`config.mk`:
```
export PLATFORM = sky130hd
export DESIGN_NAME = window_minimizer_hash_unit_flat
export DESIGN_NICKNAME = d
export VERILOG_FILES = /design/src/hw/rtl/wmh_pkg.sv /design/src/hw/rtl/wmh_in_if.sv /design/src/hw/rtl/wmh_out_if.sv /design/src/hw/rtl/wmh_front.sv /design/src/hw/rtl/wmh_queue.sv /design/src/hw/rtl/wmh_back.sv /design/src/hw/rtl/window_minimizer_hash_unit.sv /design/src/flat_wrapper.sv
export SDC_FILE = /design/constraint.sdc
export NUM_CORES = 2
export LEC_CHECK = 0
export ABC_AREA = 1
export CORE_MARGIN = 3
export CORE_UTILIZATION = 59
export DETAILED_ROUTE_END_ITERATION = 16
export DONT_BUFFER_PORTS = 1
export GPL_ROUTABILITY_DRIVEN = 0
export PLACE_DENSITY = 0.82
export SETUP_SLACK_MARGIN = 0.02
export SYNTH_ARGS = -nofsm -noshare
export SYNTH_HDL_FRONTEND = slang
export SYNTH_SLANG_ARGS = --single-unit
```
`constraint.sdc`:
```
create_clock -name clk -period 6.6 [get_ports clk]
set_input_delay 0.99 -clock clk [delete_from_list [all_inputs] [get_ports clk]]
set_output_delay 0.99 -clock clk [all_outputs]
set_load 0.02 [all_outputs]
```
`src/hw/rtl/wmh_pkg.sv`:
```
// shared types, constants and hash functions for the window minimizer hash block
package wmh_pkg;

  localparam int unsigned MAX_KMER_LENGTH = 31;
  localparam int unsigned Q_W             = 5;
  localparam int unsigned WORD_W          = 2 * MAX_KMER_LENGTH;
  localparam int unsigned QUEUE_DEPTH     = 4;
  localparam int unsigned QPTR_W          = $clog2(QUEUE_DEPTH);
  localparam int unsigned QCNT_W          = $clog2(QUEUE_DEPTH + 1);

  typedef logic [WORD_W-1:0] word_t;
  typedef logic [Q_W-1:0]    qlen_t;

  // one classified base on its way to the hash unit
  typedef struct packed {
    word_t key;
    logic  hash_en;
    logic  last;
  } wmh_item_t;

  typedef struct packed {
    logic empty;
    logic full;
  } wmh_queue_status_t;

  // zero means one, above the maximum means the maximum
  function automatic qlen_t eff_q(input qlen_t k);
    qlen_t q;
    q = k;
    if (q == '0) begin
      q = qlen_t'(1);
    end
    if (q > qlen_t'(MAX_KMER_LENGTH)) begin
      q = qlen_t'(MAX_KMER_LENGTH);
    end
    return q;
  endfunction

  // 2q low bits set
  function automatic word_t kmer_mask(input qlen_t q);
    word_t all_ones;
    logic [Q_W:0] drop;
    all_ones = '1;
    drop = (Q_W+1)'(WORD_W) - {q, 1'b0};
    return all_ones >> drop;
  endfunction

  function automatic word_t mix_s1(input word_t key, input word_t mask);
    word_t k;
    k = (~key + (key << 21)) & mask;
    return k ^ (k >> 24);
  endfunction

  function automatic word_t mix_s2(input word_t key, input word_t mask);
    word_t k;
    k = (key + (key << 3) + (key << 8)) & mask;
    return k ^ (k >> 14);
  endfunction

  function automatic word_t mix_s3(input word_t key, input word_t mask);
    word_t k;
    k = (key + (key << 2) + (key << 4)) & mask;
    return k ^ (k >> 28);
  endfunction

  function automatic word_t mix_s4(input word_t key, input word_t mask);
    return (key + (key << 31)) & mask;
  endfunction

  function automatic word_t mix_full(input word_t key, input word_t mask);
    return mix_s4(mix_s3(mix_s2(mix_s1(key, mask), mask), mask), mask);
  endfunction

endpackage

```
`src/hw/rtl/wmh_in_if.sv`:
```
// input channel: one nucleotide per transfer
interface wmh_in_if;
  logic       valid;
  logic       ready;
  logic [1:0] base;
  logic       last_base;

  modport source (output valid, output base, output last_base, input ready);
  modport sink   (input valid, input base, input last_base, output ready);
endinterface

```
`src/hw/rtl/wmh_out_if.sv`:
```
// output channel: one window minimum per transfer
interface wmh_out_if;
  logic        valid;
  logic        ready;
  logic [61:0] min_hash;
  logic        had_kmer;

  modport source (output valid, output min_hash, output had_kmer, input ready);
  modport sink   (input valid, input min_hash, input had_kmer, output ready);
endinterface

```
`src/hw/rtl/wmh_front.sv`:
```
// front end: k-mer shift register, base counter and hash-enable decision
module wmh_front
  import wmh_pkg::*;
(
  input  logic              clk,
  input  logic              rst,
  input  qlen_t             q,
  input  word_t             mask,
  input  wmh_queue_status_t qstat,
  wmh_in_if.sink            in_ch,
  output logic              push,
  output wmh_item_t         push_item
);

  word_t kmer_shift;
  word_t kmer_shift_next;
  qlen_t bases_seen;
  qlen_t seen_clamped;
  qlen_t bases_seen_next;

  assign in_ch.ready = !qstat.full;
  assign push        = in_ch.valid && in_ch.ready;

  always_comb begin
    kmer_shift_next = ((kmer_shift << 2) | word_t'(in_ch.base)) & mask;
    seen_clamped    = (bases_seen > q) ? q : bases_seen;
    bases_seen_next = (seen_clamped < q) ? seen_clamped + qlen_t'(1) : seen_clamped;
    push_item.hash_en = (bases_seen_next == q);
    push_item.last    = in_ch.last_base;
    // short windows hash the all-zero k-mer
    push_item.key     = push_item.hash_en ? kmer_shift_next : '0;
  end

  always_ff @(posedge clk) begin
    if (rst) begin
      kmer_shift <= '0;
      bases_seen <= '0;
    end else if (push) begin
      if (in_ch.last_base) begin
        kmer_shift <= '0;
        bases_seen <= '0;
      end else begin
        kmer_shift <= kmer_shift_next;
        bases_seen <= bases_seen_next;
      end
    end
  end

endmodule

```
`src/hw/rtl/wmh_queue.sv`:
```
// short fifo between front and back
module wmh_queue
  import wmh_pkg::*;
(
  input  logic              clk,
  input  logic              rst,
  input  logic              push,
  input  wmh_item_t         push_item,
  input  logic              pop,
  output wmh_item_t         head,
  output wmh_queue_status_t qstat
);

  wmh_item_t           slots [QUEUE_DEPTH];
  logic [QPTR_W-1:0]   wr_ptr;
  logic [QPTR_W-1:0]   rd_ptr;
  logic [QCNT_W-1:0]   count;

  assign head        = slots[rd_ptr];
  assign qstat.empty = (count == '0);
  assign qstat.full  = (count == QCNT_W'(QUEUE_DEPTH));

  always_ff @(posedge clk) begin
    if (push) begin
      slots[wr_ptr] <= push_item;
    end
  end

  always_ff @(posedge clk) begin
    if (rst) begin
      wr_ptr <= '0;
      rd_ptr <= '0;
      count  <= '0;
    end else begin
      if (push) begin
        wr_ptr <= wr_ptr + QPTR_W'(1);
      end
      if (pop) begin
        rd_ptr <= rd_ptr + QPTR_W'(1);
      end
      case ({push, pop})
        2'b10:   count <= count + QCNT_W'(1);
        2'b01:   count <= count - QCNT_W'(1);
        default: count <= count;
      endcase
    end
  end

endmodule

```
`src/hw/rtl/wmh_back.sv`:
```
// back end: four-stage hash pipeline, running minimum and output register
module wmh_back
  import wmh_pkg::*;
(
  input  logic              clk,
  input  logic              rst,
  input  word_t             mask,
  input  wmh_item_t         head,
  input  wmh_queue_status_t qstat,
  output logic              pop,
  wmh_out_if.source         out_ch
);

  logic      advance;
  logic      v1, v2, v3, v4;
  wmh_item_t p1, p2, p3, p4;
  word_t     best_hash;
  logic      best_valid;
  logic      better;
  logic      out_valid;
  word_t     out_hash;
  logic      out_had;
  word_t     res_hash;
  logic      res_had;

  // whole pipe moves together whenever the output register can take a result
  assign advance = !out_valid || out_ch.ready;
  assign pop     = advance && !qstat.empty;

  always_ff @(posedge clk) begin
    if (rst) begin
      v1 <= 1'b0;
      v2 <= 1'b0;
      v3 <= 1'b0;
      v4 <= 1'b0;
    end else if (advance) begin
      v1 <= !qstat.empty;
      v2 <= v1;
      v3 <= v2;
      v4 <= v3;
    end
  end

  always_ff @(posedge clk) begin
    if (advance) begin
      p1.key     <= mix_s1(head.key, mask);
      p1.hash_en <= head.hash_en;
      p1.last    <= head.last;
      p2.key     <= mix_s2(p1.key, mask);
      p2.hash_en <= p1.hash_en;
      p2.last    <= p1.last;
      p3.key     <= mix_s3(p2.key, mask);
      p3.hash_en <= p2.hash_en;
      p3.last    <= p2.last;
      p4.key     <= mix_s4(p3.key, mask);
      p4.hash_en <= p3.hash_en;
      p4.last    <= p3.last;
    end
  end

  always_comb begin
    better   = p4.hash_en && (!best_valid || (p4.key < best_hash));
    res_had  = better || best_valid;
    res_hash = better ? p4.key : (best_valid ? (best_hash & mask) : p4.key);
  end

  always_ff @(posedge clk) begin
    if (rst) begin
      best_valid <= 1'b0;
      best_hash  <= '0;
    end else if (advance && v4) begin
      if (p4.last) begin
        best_valid <= 1'b0;
        best_hash  <= '0;
      end else if (better) begin
        best_valid <= 1'b1;
        best_hash  <= p4.key;
      end
    end
  end

  always_ff @(posedge clk) begin
    if (rst) begin
      out_valid <= 1'b0;
    end else if (advance) begin
      out_valid <= v4 && p4.last;
    end
  end

  always_ff @(posedge clk) begin
    if (advance && v4 && p4.last) begin
      out_hash <= res_hash;
      out_had  <= res_had;
    end
  end

  assign out_ch.valid    = out_valid;
  assign out_ch.min_hash = out_hash;
  assign out_ch.had_kmer = out_had;

endmodule

```
`src/hw/rtl/window_minimizer_hash_unit.sv`:
```
// top level of the streaming dna minimizer with invertible 64-bit style hash
//
// channel  | dir | payload                        | transfer when
// ---------+-----+--------------------------------+-------------------------
// in_ch    | in  | base[1:0], last_base           | in_ch.valid & in_ch.ready
// out_ch   | out | min_hash[61:0], had_kmer       | out_ch.valid & out_ch.ready
// cfg      | in  | cfg_wr_data[4:0] (kmer_length) | cfg_wr_en
//
// one base per cycle while the output is taken; a result is registered in the
// queue, four hash stages and the output register after its last base transfers
// latency is set by the queue, the hash pipeline and the output register;
// throughput is one base per cycle while the output is taken
// synchronous reset clears the k-mer, the base count, the window minimum, the
// queue and pipe valids; kmer_length resets to 15
// a stalled output holds the whole back pipe; the 4-entry queue keeps the front
// taking bases until it fills
module window_minimizer_hash_unit
  import wmh_pkg::*;
(
  input  logic       clk,
  input  logic       rst,
  input  logic       cfg_wr_en,
  input  logic [4:0] cfg_wr_data,
  wmh_in_if.sink     in_ch,
  wmh_out_if.source  out_ch
);

  // configuration register and the derived k-mer size and mask
  qlen_t kmer_length;
  qlen_t q;
  word_t mask;

  always_ff @(posedge clk) begin
    if (rst) begin
      kmer_length <= qlen_t'(15);
    end else if (cfg_wr_en) begin
      kmer_length <= cfg_wr_data;
    end
  end

  assign q    = eff_q(kmer_length);
  assign mask = kmer_mask(q);

  // front to queue
  logic              push;
  wmh_item_t         push_item;
  // queue to back
  logic              pop;
  wmh_item_t         head;
  wmh_queue_status_t qstat;

  // classifies each base: shift in, count, decide whether a full k-mer exists
  wmh_front u_front (
    .clk       (clk),
    .rst       (rst),
    .q         (q),
    .mask      (mask),
    .qstat     (qstat),
    .in_ch     (in_ch),
    .push      (push),
    .push_item (push_item)
  );

  // decouples the base stream from output stalls
  wmh_queue u_queue (
    .clk       (clk),
    .rst       (rst),
    .push      (push),
    .push_item (push_item),
    .pop       (pop),
    .head      (head),
    .qstat     (qstat)
  );

  // hashes, keeps the strict minimum and emits one result per window
  wmh_back u_back (
    .clk    (clk),
    .rst    (rst),
    .mask   (mask),
    .head   (head),
    .qstat  (qstat),
    .pop    (pop),
    .out_ch (out_ch)
  );

  // queue can never look both full and empty
  a_queue_flags: assert property (@(posedge clk) disable iff (rst)
    !(qstat.full && qstat.empty))
    else $error("queue full and empty at once");

  // no result may leave in the cycle after reset
  a_reset_quiet: assert property (@(posedge clk)
    rst |=> !out_ch.valid)
    else $error("output valid right after reset");

  // a window without a complete k-mer reports the hash of the zero k-mer
  a_empty_window: assert property (@(posedge clk) disable iff (rst)
    (out_ch.valid && !out_ch.had_kmer) |-> (out_ch.min_hash == mix_full('0, mask)))
    else $error("short window result is not the zero k-mer hash");

  // nothing is pulled from an empty queue
  a_no_underflow: assert property (@(posedge clk) disable iff (rst)
    qstat.empty |-> !pop)
    else $error("pop from empty queue");

endmodule
```
`src/flat_wrapper.sv`:
```
// flat-port wrapper written by rule: the top's interface ports become plain ports
module window_minimizer_hash_unit_flat import wmh_pkg::*;
  (clk, rst, cfg_wr_en, cfg_wr_data, in_ch_valid, in_ch_base, in_ch_last_base, in_ch_ready, out_ch_valid, out_ch_min_hash, out_ch_had_kmer, out_ch_ready);
  wmh_in_if in_ch_i ();
  wmh_out_if out_ch_i ();
  input  logic clk;
  input  logic rst;
  input  logic cfg_wr_en;
  input  logic [4:0] cfg_wr_data;
  input wire logic [$bits(in_ch_i.valid)-1:0] in_ch_valid;
  input wire logic [$bits(in_ch_i.base)-1:0] in_ch_base;
  input wire logic [$bits(in_ch_i.last_base)-1:0] in_ch_last_base;
  output wire logic [$bits(in_ch_i.ready)-1:0] in_ch_ready;
  output wire logic [$bits(out_ch_i.valid)-1:0] out_ch_valid;
  output wire logic [$bits(out_ch_i.min_hash)-1:0] out_ch_min_hash;
  output wire logic [$bits(out_ch_i.had_kmer)-1:0] out_ch_had_kmer;
  input wire logic [$bits(out_ch_i.ready)-1:0] out_ch_ready;
  assign in_ch_i.valid = in_ch_valid;
  assign in_ch_i.base = in_ch_base;
  assign in_ch_i.last_base = in_ch_last_base;
  assign in_ch_ready = in_ch_i.ready;
  assign out_ch_valid = out_ch_i.valid;
  assign out_ch_min_hash = out_ch_i.min_hash;
  assign out_ch_had_kmer = out_ch_i.had_kmer;
  assign out_ch_i.ready = out_ch_ready;
  window_minimizer_hash_unit u_core (.clk(clk), .rst(rst), .cfg_wr_en(cfg_wr_en), .cfg_wr_data(cfg_wr_data), .in_ch(in_ch_i), .out_ch(out_ch_i));
endmodule
```
# After elaboration in Yosys (flattened, before gate mapping)

Memories as Yosys holds them, arrays and structs flattened. A register that Yosys moved wholly into a read port is not among the register bits.
Cells that the tools add are included.

Flip-flop bits (word level): 464
Memories: 1
Logic and storage cells: 96
RAM bits: 256

Shift operators: 1
Muxes and demuxes: 18
Add/subtract/negate cells: 12
Equality and inequality tests: 4
Reductions and logical operators: 18
Magnitude comparators: 4
Bitwise logic cells: 11

Memory list:

| name                 | words | width | read ports | clocked after Yosys merged registers in | write ports | line            | RTL |
|---|---|---|---|---|---|---|---|
| u_core.u_queue.slots | 4     | 64    | 1          | 1                                       | 1           | wmh_queue.sv:14 | `wmh_item_t slots [QUEUE_DEPTH];` |

Operators with widths:

| operator                                                             | number |
|---|---|
| 62-bit adder                                                         | 6 |
| 62-bit bitwise AND                                                   | 6 |
| 62-bit 2-to-1 mux                                                    | 5 |
| 62-bit less-than comparator                                          | 1 |
| 62-bit NOT                                                           | 1 |
| 62-bit by 2-bit bitwise OR with 62-bit output                        | 1 |
| 62-bit by 6-bit right shift with 62-bit output, first input constant | 1 |
| 62-bit by 34-bit bitwise XOR with 62-bit output                      | 1 |
| 62-bit by 38-bit bitwise XOR with 62-bit output                      | 1 |
| 62-bit by 48-bit bitwise XOR with 62-bit output                      | 1 |
| 60-bit 2-to-1 mux                                                    | 1 |
| 5-bit 2-to-1 mux                                                     | 5 |
| 1-bit logical AND                                                    | 6 |
| 3-bit case mux with 2 select lines                                   | 1 |
| 6-bit subtractor, first input constant                               | 1 |
| 5-bit by 1-bit adder with 5-bit output, second input constant        | 1 |
| 5-bit equality test                                                  | 1 |
| 5-bit greater-than comparator                                        | 1 |
| 5-bit greater-than comparator, second input constant                 | 1 |
| 5-bit zero test                                                      | 1 |
| 5-bit less-than comparator                                           | 1 |
| 2-bit by 1-bit adder with 2-bit output, second input constant        | 2 |
| 1-bit zero test                                                      | 4 |
| 1-bit 2-to-1 mux                                                     | 4 |
| 10 further kinds                                                     | 14 |

# Longest topological paths before layout

Depth in word-level cells: 10
Gate-level depth with buffers: 26
Mapped depth without buffers: 23

# Hierarchy

A second synthesis with hierarchy kept.

Cells, all modules: 5781
Area, all modules: 47515.6 um^2

By module, submodules not included:

| module                     | instances | cells each | area an instance (um^2) | seq. area each (um^2) |
|---|---|---|---|---|
| wmh_back                   | 1         | 4502       | 33679.8                 | 10940.5 |
| wmh_queue                  | 1         | 677        | 9939.5                  | 7867.5 |
| wmh_front                  | 1         | 524        | 3468.3                  | 1301.2 |
| window_minimizer_hash_unit | 1         | 78         | 427.9                   | 100.1 |

# Worst setup path after synthesis

OpenSTA, ideal clock, no wires.

Path kind: input -> register
From: input out_ch_ready
To: register u_core.u_back.out_valid, in the netlist u_core.u_back.out_ch.valid
Data arrival time: 6323 ps
Stages: 3
Setup time: 361 ps
Slack: -84 ps
Data required time: 6239 ps
Cell sequence: nor2_1 inv_1 a21oi_1

Longest elaborated chain between the ends: 1

Ends and longest elaborated chain:

| what                            | line               | RTL |
|---|---|---|
| from (decl)                     | flat_wrapper.sv:17 | `input wire logic [$bits(out_ch_i.ready)-1:0] out_ch_ready;` |
| 1-bit logical OR                | wmh_back.sv:27     | `assign advance = !out_valid \|\| out_ch.ready;` |
| named net u_core.u_back.advance | wmh_back.sv:14     | `logic advance;` |
| to (signal assigned)            | wmh_back.sv:86     | `out_valid <= v4 && p4.last;` |
| to (decl)                       | wmh_back.sv:20     | `logic out_valid;` |

The timed path passes the listed nets, and every way through them passes these cells.
A chain may end at the register's enable or synchronous reset.

==> flow_summary_export.csv <==
group,metric,value,unit
logic_synthesis,ys_ff_latch,722,
drt,wl_met2,64600,um
timing,timing.hold.ws,0.4191,ns
clock_network,cts_sinks,722,
timing,relSlewSlack,9.864,%
logic_synthesis,synthTopCellsByCount,"nand2_1 (1202), inv_1 (771), nor2_1 (748)",
die,io_pins,78,
global_route,antenna_found_initial,8,
cells_and_area,nets,6018,
global_route,grt_overflow,0,
logic_synthesis,avgSynthCellArea,8.232,um2
timing,clock.fmax,0.1846,GHz
clock_network,numCtsBuffers,77,
drt,wl_per_cell,21.33,um
logic_synthesis,synth.top_cell.area_share,37.18,%
logic_synthesis,synth.distinct_cells,54,
die,start_util,59.75,%
global_route,grt_max_degree,196,
clock_network,insertion_delay,0.65,ns
setup_path,setup.worst_path.class,"flip-flop to flip-flop",
drt,dr.pass1.iters,9,
status,status,"complete, no violations",
clock_network,cts_hold_buf,0,
cells_and_area,final_area,0.05019,mm2
placement,place_inst,6583,
drt,drc,0,
drt,wirelength,143500,um
die,die_h,286.6,um
logic_synthesis,ys.warnings.count,0,
timing,min_period,5.416,ns
timing,setup_viol,0,
logic_synthesis,synth_flop_cell,"edfxtp_1",
logic_synthesis,synth_top_area_cell,"edfxtp_1",
setup_path,critPathCaptureType,"flip-flop",
drt,ant_nets,0,
global_route,grt_pass1_wl,216800,um
timing,skew,0.03739,ns
die,dieArea,0.08211,mm2
logic_synthesis,synth-edff-count,575,
drt,dr.max_layer_used,"met5",
logic_synthesis,syn-cell-area,0.04644,mm2
placement,port_buffers,0,
setup_path,arrival,5.85,ns
timing,worstMarginPinSlew,1.351,ns
clock_network,htreeDepth,3,
die,core.rowCount,102,
drt,met1Wirelength,50670,um
drt,drt_iter0_drc,5512,
cells_and_area,layout-drive-gt1-share,4.978,%
drt,vias,40793,
cells_and_area,syn_to_final_growth,8.078,%
setup_path,reg2reg_slack,1.18,ns
timing,tns,0,ns
global_route,grt.total_usage,34.44,%
placement,placed_area,0.04753,mm2
die,die_x,286.6,um
timing,hold_viol_final,0,
logic_synthesis,synthArstFlopShare,0,%
job,maxCapViolCount,0,
setup_path,startpoint_type,"flip-flop",
timing,min_period_over_period,82.06,%
logic_synthesis,syn-num-nets,6037,
drt,met3WireLength,16320,um
hold_path,worstHoldPathType,"flip-flop to flip-flop",
setup_path,cp_max_fo,46,
global_route,grt_pass1_vias,38324,
clock_network,clkTransAtPathRegs,0.06,ns
logic_synthesis,synth_area_leaders,"edfxtp_1 (37%), nand2_1 (9.7%), ha_1 (7.2%), dfxtp_1 (6.3%), inv_1 (6.2%)",
clock_network,cts_root_buffer,"clkbuf_16",
clock_network,post_cts_resize_count,0,
setup_path,critPathRequiredTime,7.03,ns
placement,place_hpwl,104900,um
clock_network,cts_tree,"done",
logic_synthesis,ys_seq_area_share,43.52,%
clock_network,cts_buffer_depth,3,
drt,viasPerCell,6.063,
timing,rsz0062_at_grt,"no",
logic_synthesis,syn_inst,5641,
die,core,0.07772,mm2
cells_and_area,instances_no_fill,6728,
clock_network,post_cts_buffers,0,
timing,drv_slew,0,
logic_synthesis,synth.most_common_cell,"nand2_1",
-- critical path, stage by stage, from the launching register on --
cell      delay, ns
dfxtp_1        0.33
buf_4          0.33
inv_2          0.29
ha_1           0.39
nand2_1        0.08
nor2_2         0.12
nand2_1        0.06
nand3_1        0.08
nand2_2        0.19
o21ai_1        0.28
ha_1           0.29
nand2_1        0.09
nor2_1         0.05
a211oi_1       0.42
nand2_2        0.20
nor2_2         0.14
nand3_1        0.12
nand2_1        0.09
nand2_1        0.05
nand2_1        0.11
nand3_4        0.65
buf_4          0.50
nor2_1         0.27
-- metrics by stage --
step	utilization (%)	worst slack, ns
2_1_floorplan	-	0.8537
3_3_place_gp	61.15	1.591
3_5_place_dp	61.15	1.437
4_1_cts	64.57	1.361
5_1_grt	64.57	0.8871
6_report	64.58	1.184
-- final cells by class --
class	instances	area, um2
clock inverter	38	481.7
antenna	3	7.507
inverter	781	2937
tap	1040	1301
multi-input combinational	4005	22790
fill	6160	27530
clock buffer	104	2172
sequential	722	20210
timing repair buffer	35	287.8
-- state kept, by name, summed over array words and instances, names as in the netlist, 60 cells and up, named ones only --
name	count
u_core.u_back.best_hash	62
u_core.u_back.out_ch.min_hash	62
u_core.u_back.p1	64
u_core.u_back.p2	64
u_core.u_back.p3	64
u_core.u_back.p4	64
u_core.u_front.kmer_shift	60
u_core.u_queue.slots	256
-- final timing paths --
| kind | from | cells past startpoint | end |
|---|---|---|---|
| setup / recovery | u_core.kmer_length[4] | 22 | u_core.u_queue.slots[3][60] |
| hold / removal | u_core.u_back.p2[1] | 0 | u_core.u_back.p3[1] |
| setup reg to reg | u_core.kmer_length[4] | 22 | u_core.u_queue.slots[3][60] |
| hold reg to reg | u_core.u_back.p2[1] | 0 | u_core.u_back.p3[1] |
-- layout by cell type (no fill, tap or decap), types with 22 or more instances in the layout --
| master | n |
|---|---|
| a21oi_1 | 494 |
| o22ai_1 | 22 |
| nand4_1 | 45 |
| xnor2_1 | 40 |
| dfxtp_1 | 146 |
| edfxtp_1 | 575 |
| a21o_1 | 27 |
| o21ai_0 | 296 |
| o21bai_1 | 22 |
| nor3_1 | 38 |
| inv_1 | 766 |
| o31ai_1 | 58 |
| nand3_1 | 304 |
| or2_2 | 34 |
| fa_1 | 115 |
| nor2_1 | 741 |
| clkbuf_16 | 80 |
| xor2_1 | 78 |
| ha_1 | 268 |
| nor2_2 | 53 |
| buf_4 | 33 |
| nand2_1 | 1199 |
-- cells by family (layout without fill, tap and decap cells) --
logic type               after synthesis  after routing  synth area share, %
flip-flops                           722            722                43.52
AO/OA/AOI/OAI                       1028           1028                12.44
AND/OR/NAND/NOR                     2476           2476                22.07
XOR/XNOR                             118            118                2.226
buffers and inverters                914            958                7.560
adder cells (fa/ha/maj)              383            383                12.18
other                                  0              3                    0
-- routing by layer --
layer | up-vias | track usage (%)
met3 | 666 | 7.871
met5 | - | 0
met4 | 6 | 23.69
li1 | 18759 | -
met2 | 2620 | 55.30
met1 | 18742 | 41.27
Power is not shown: default switching activity piles up to over one toggle a cycle in this logic, so the estimate is an artifact.
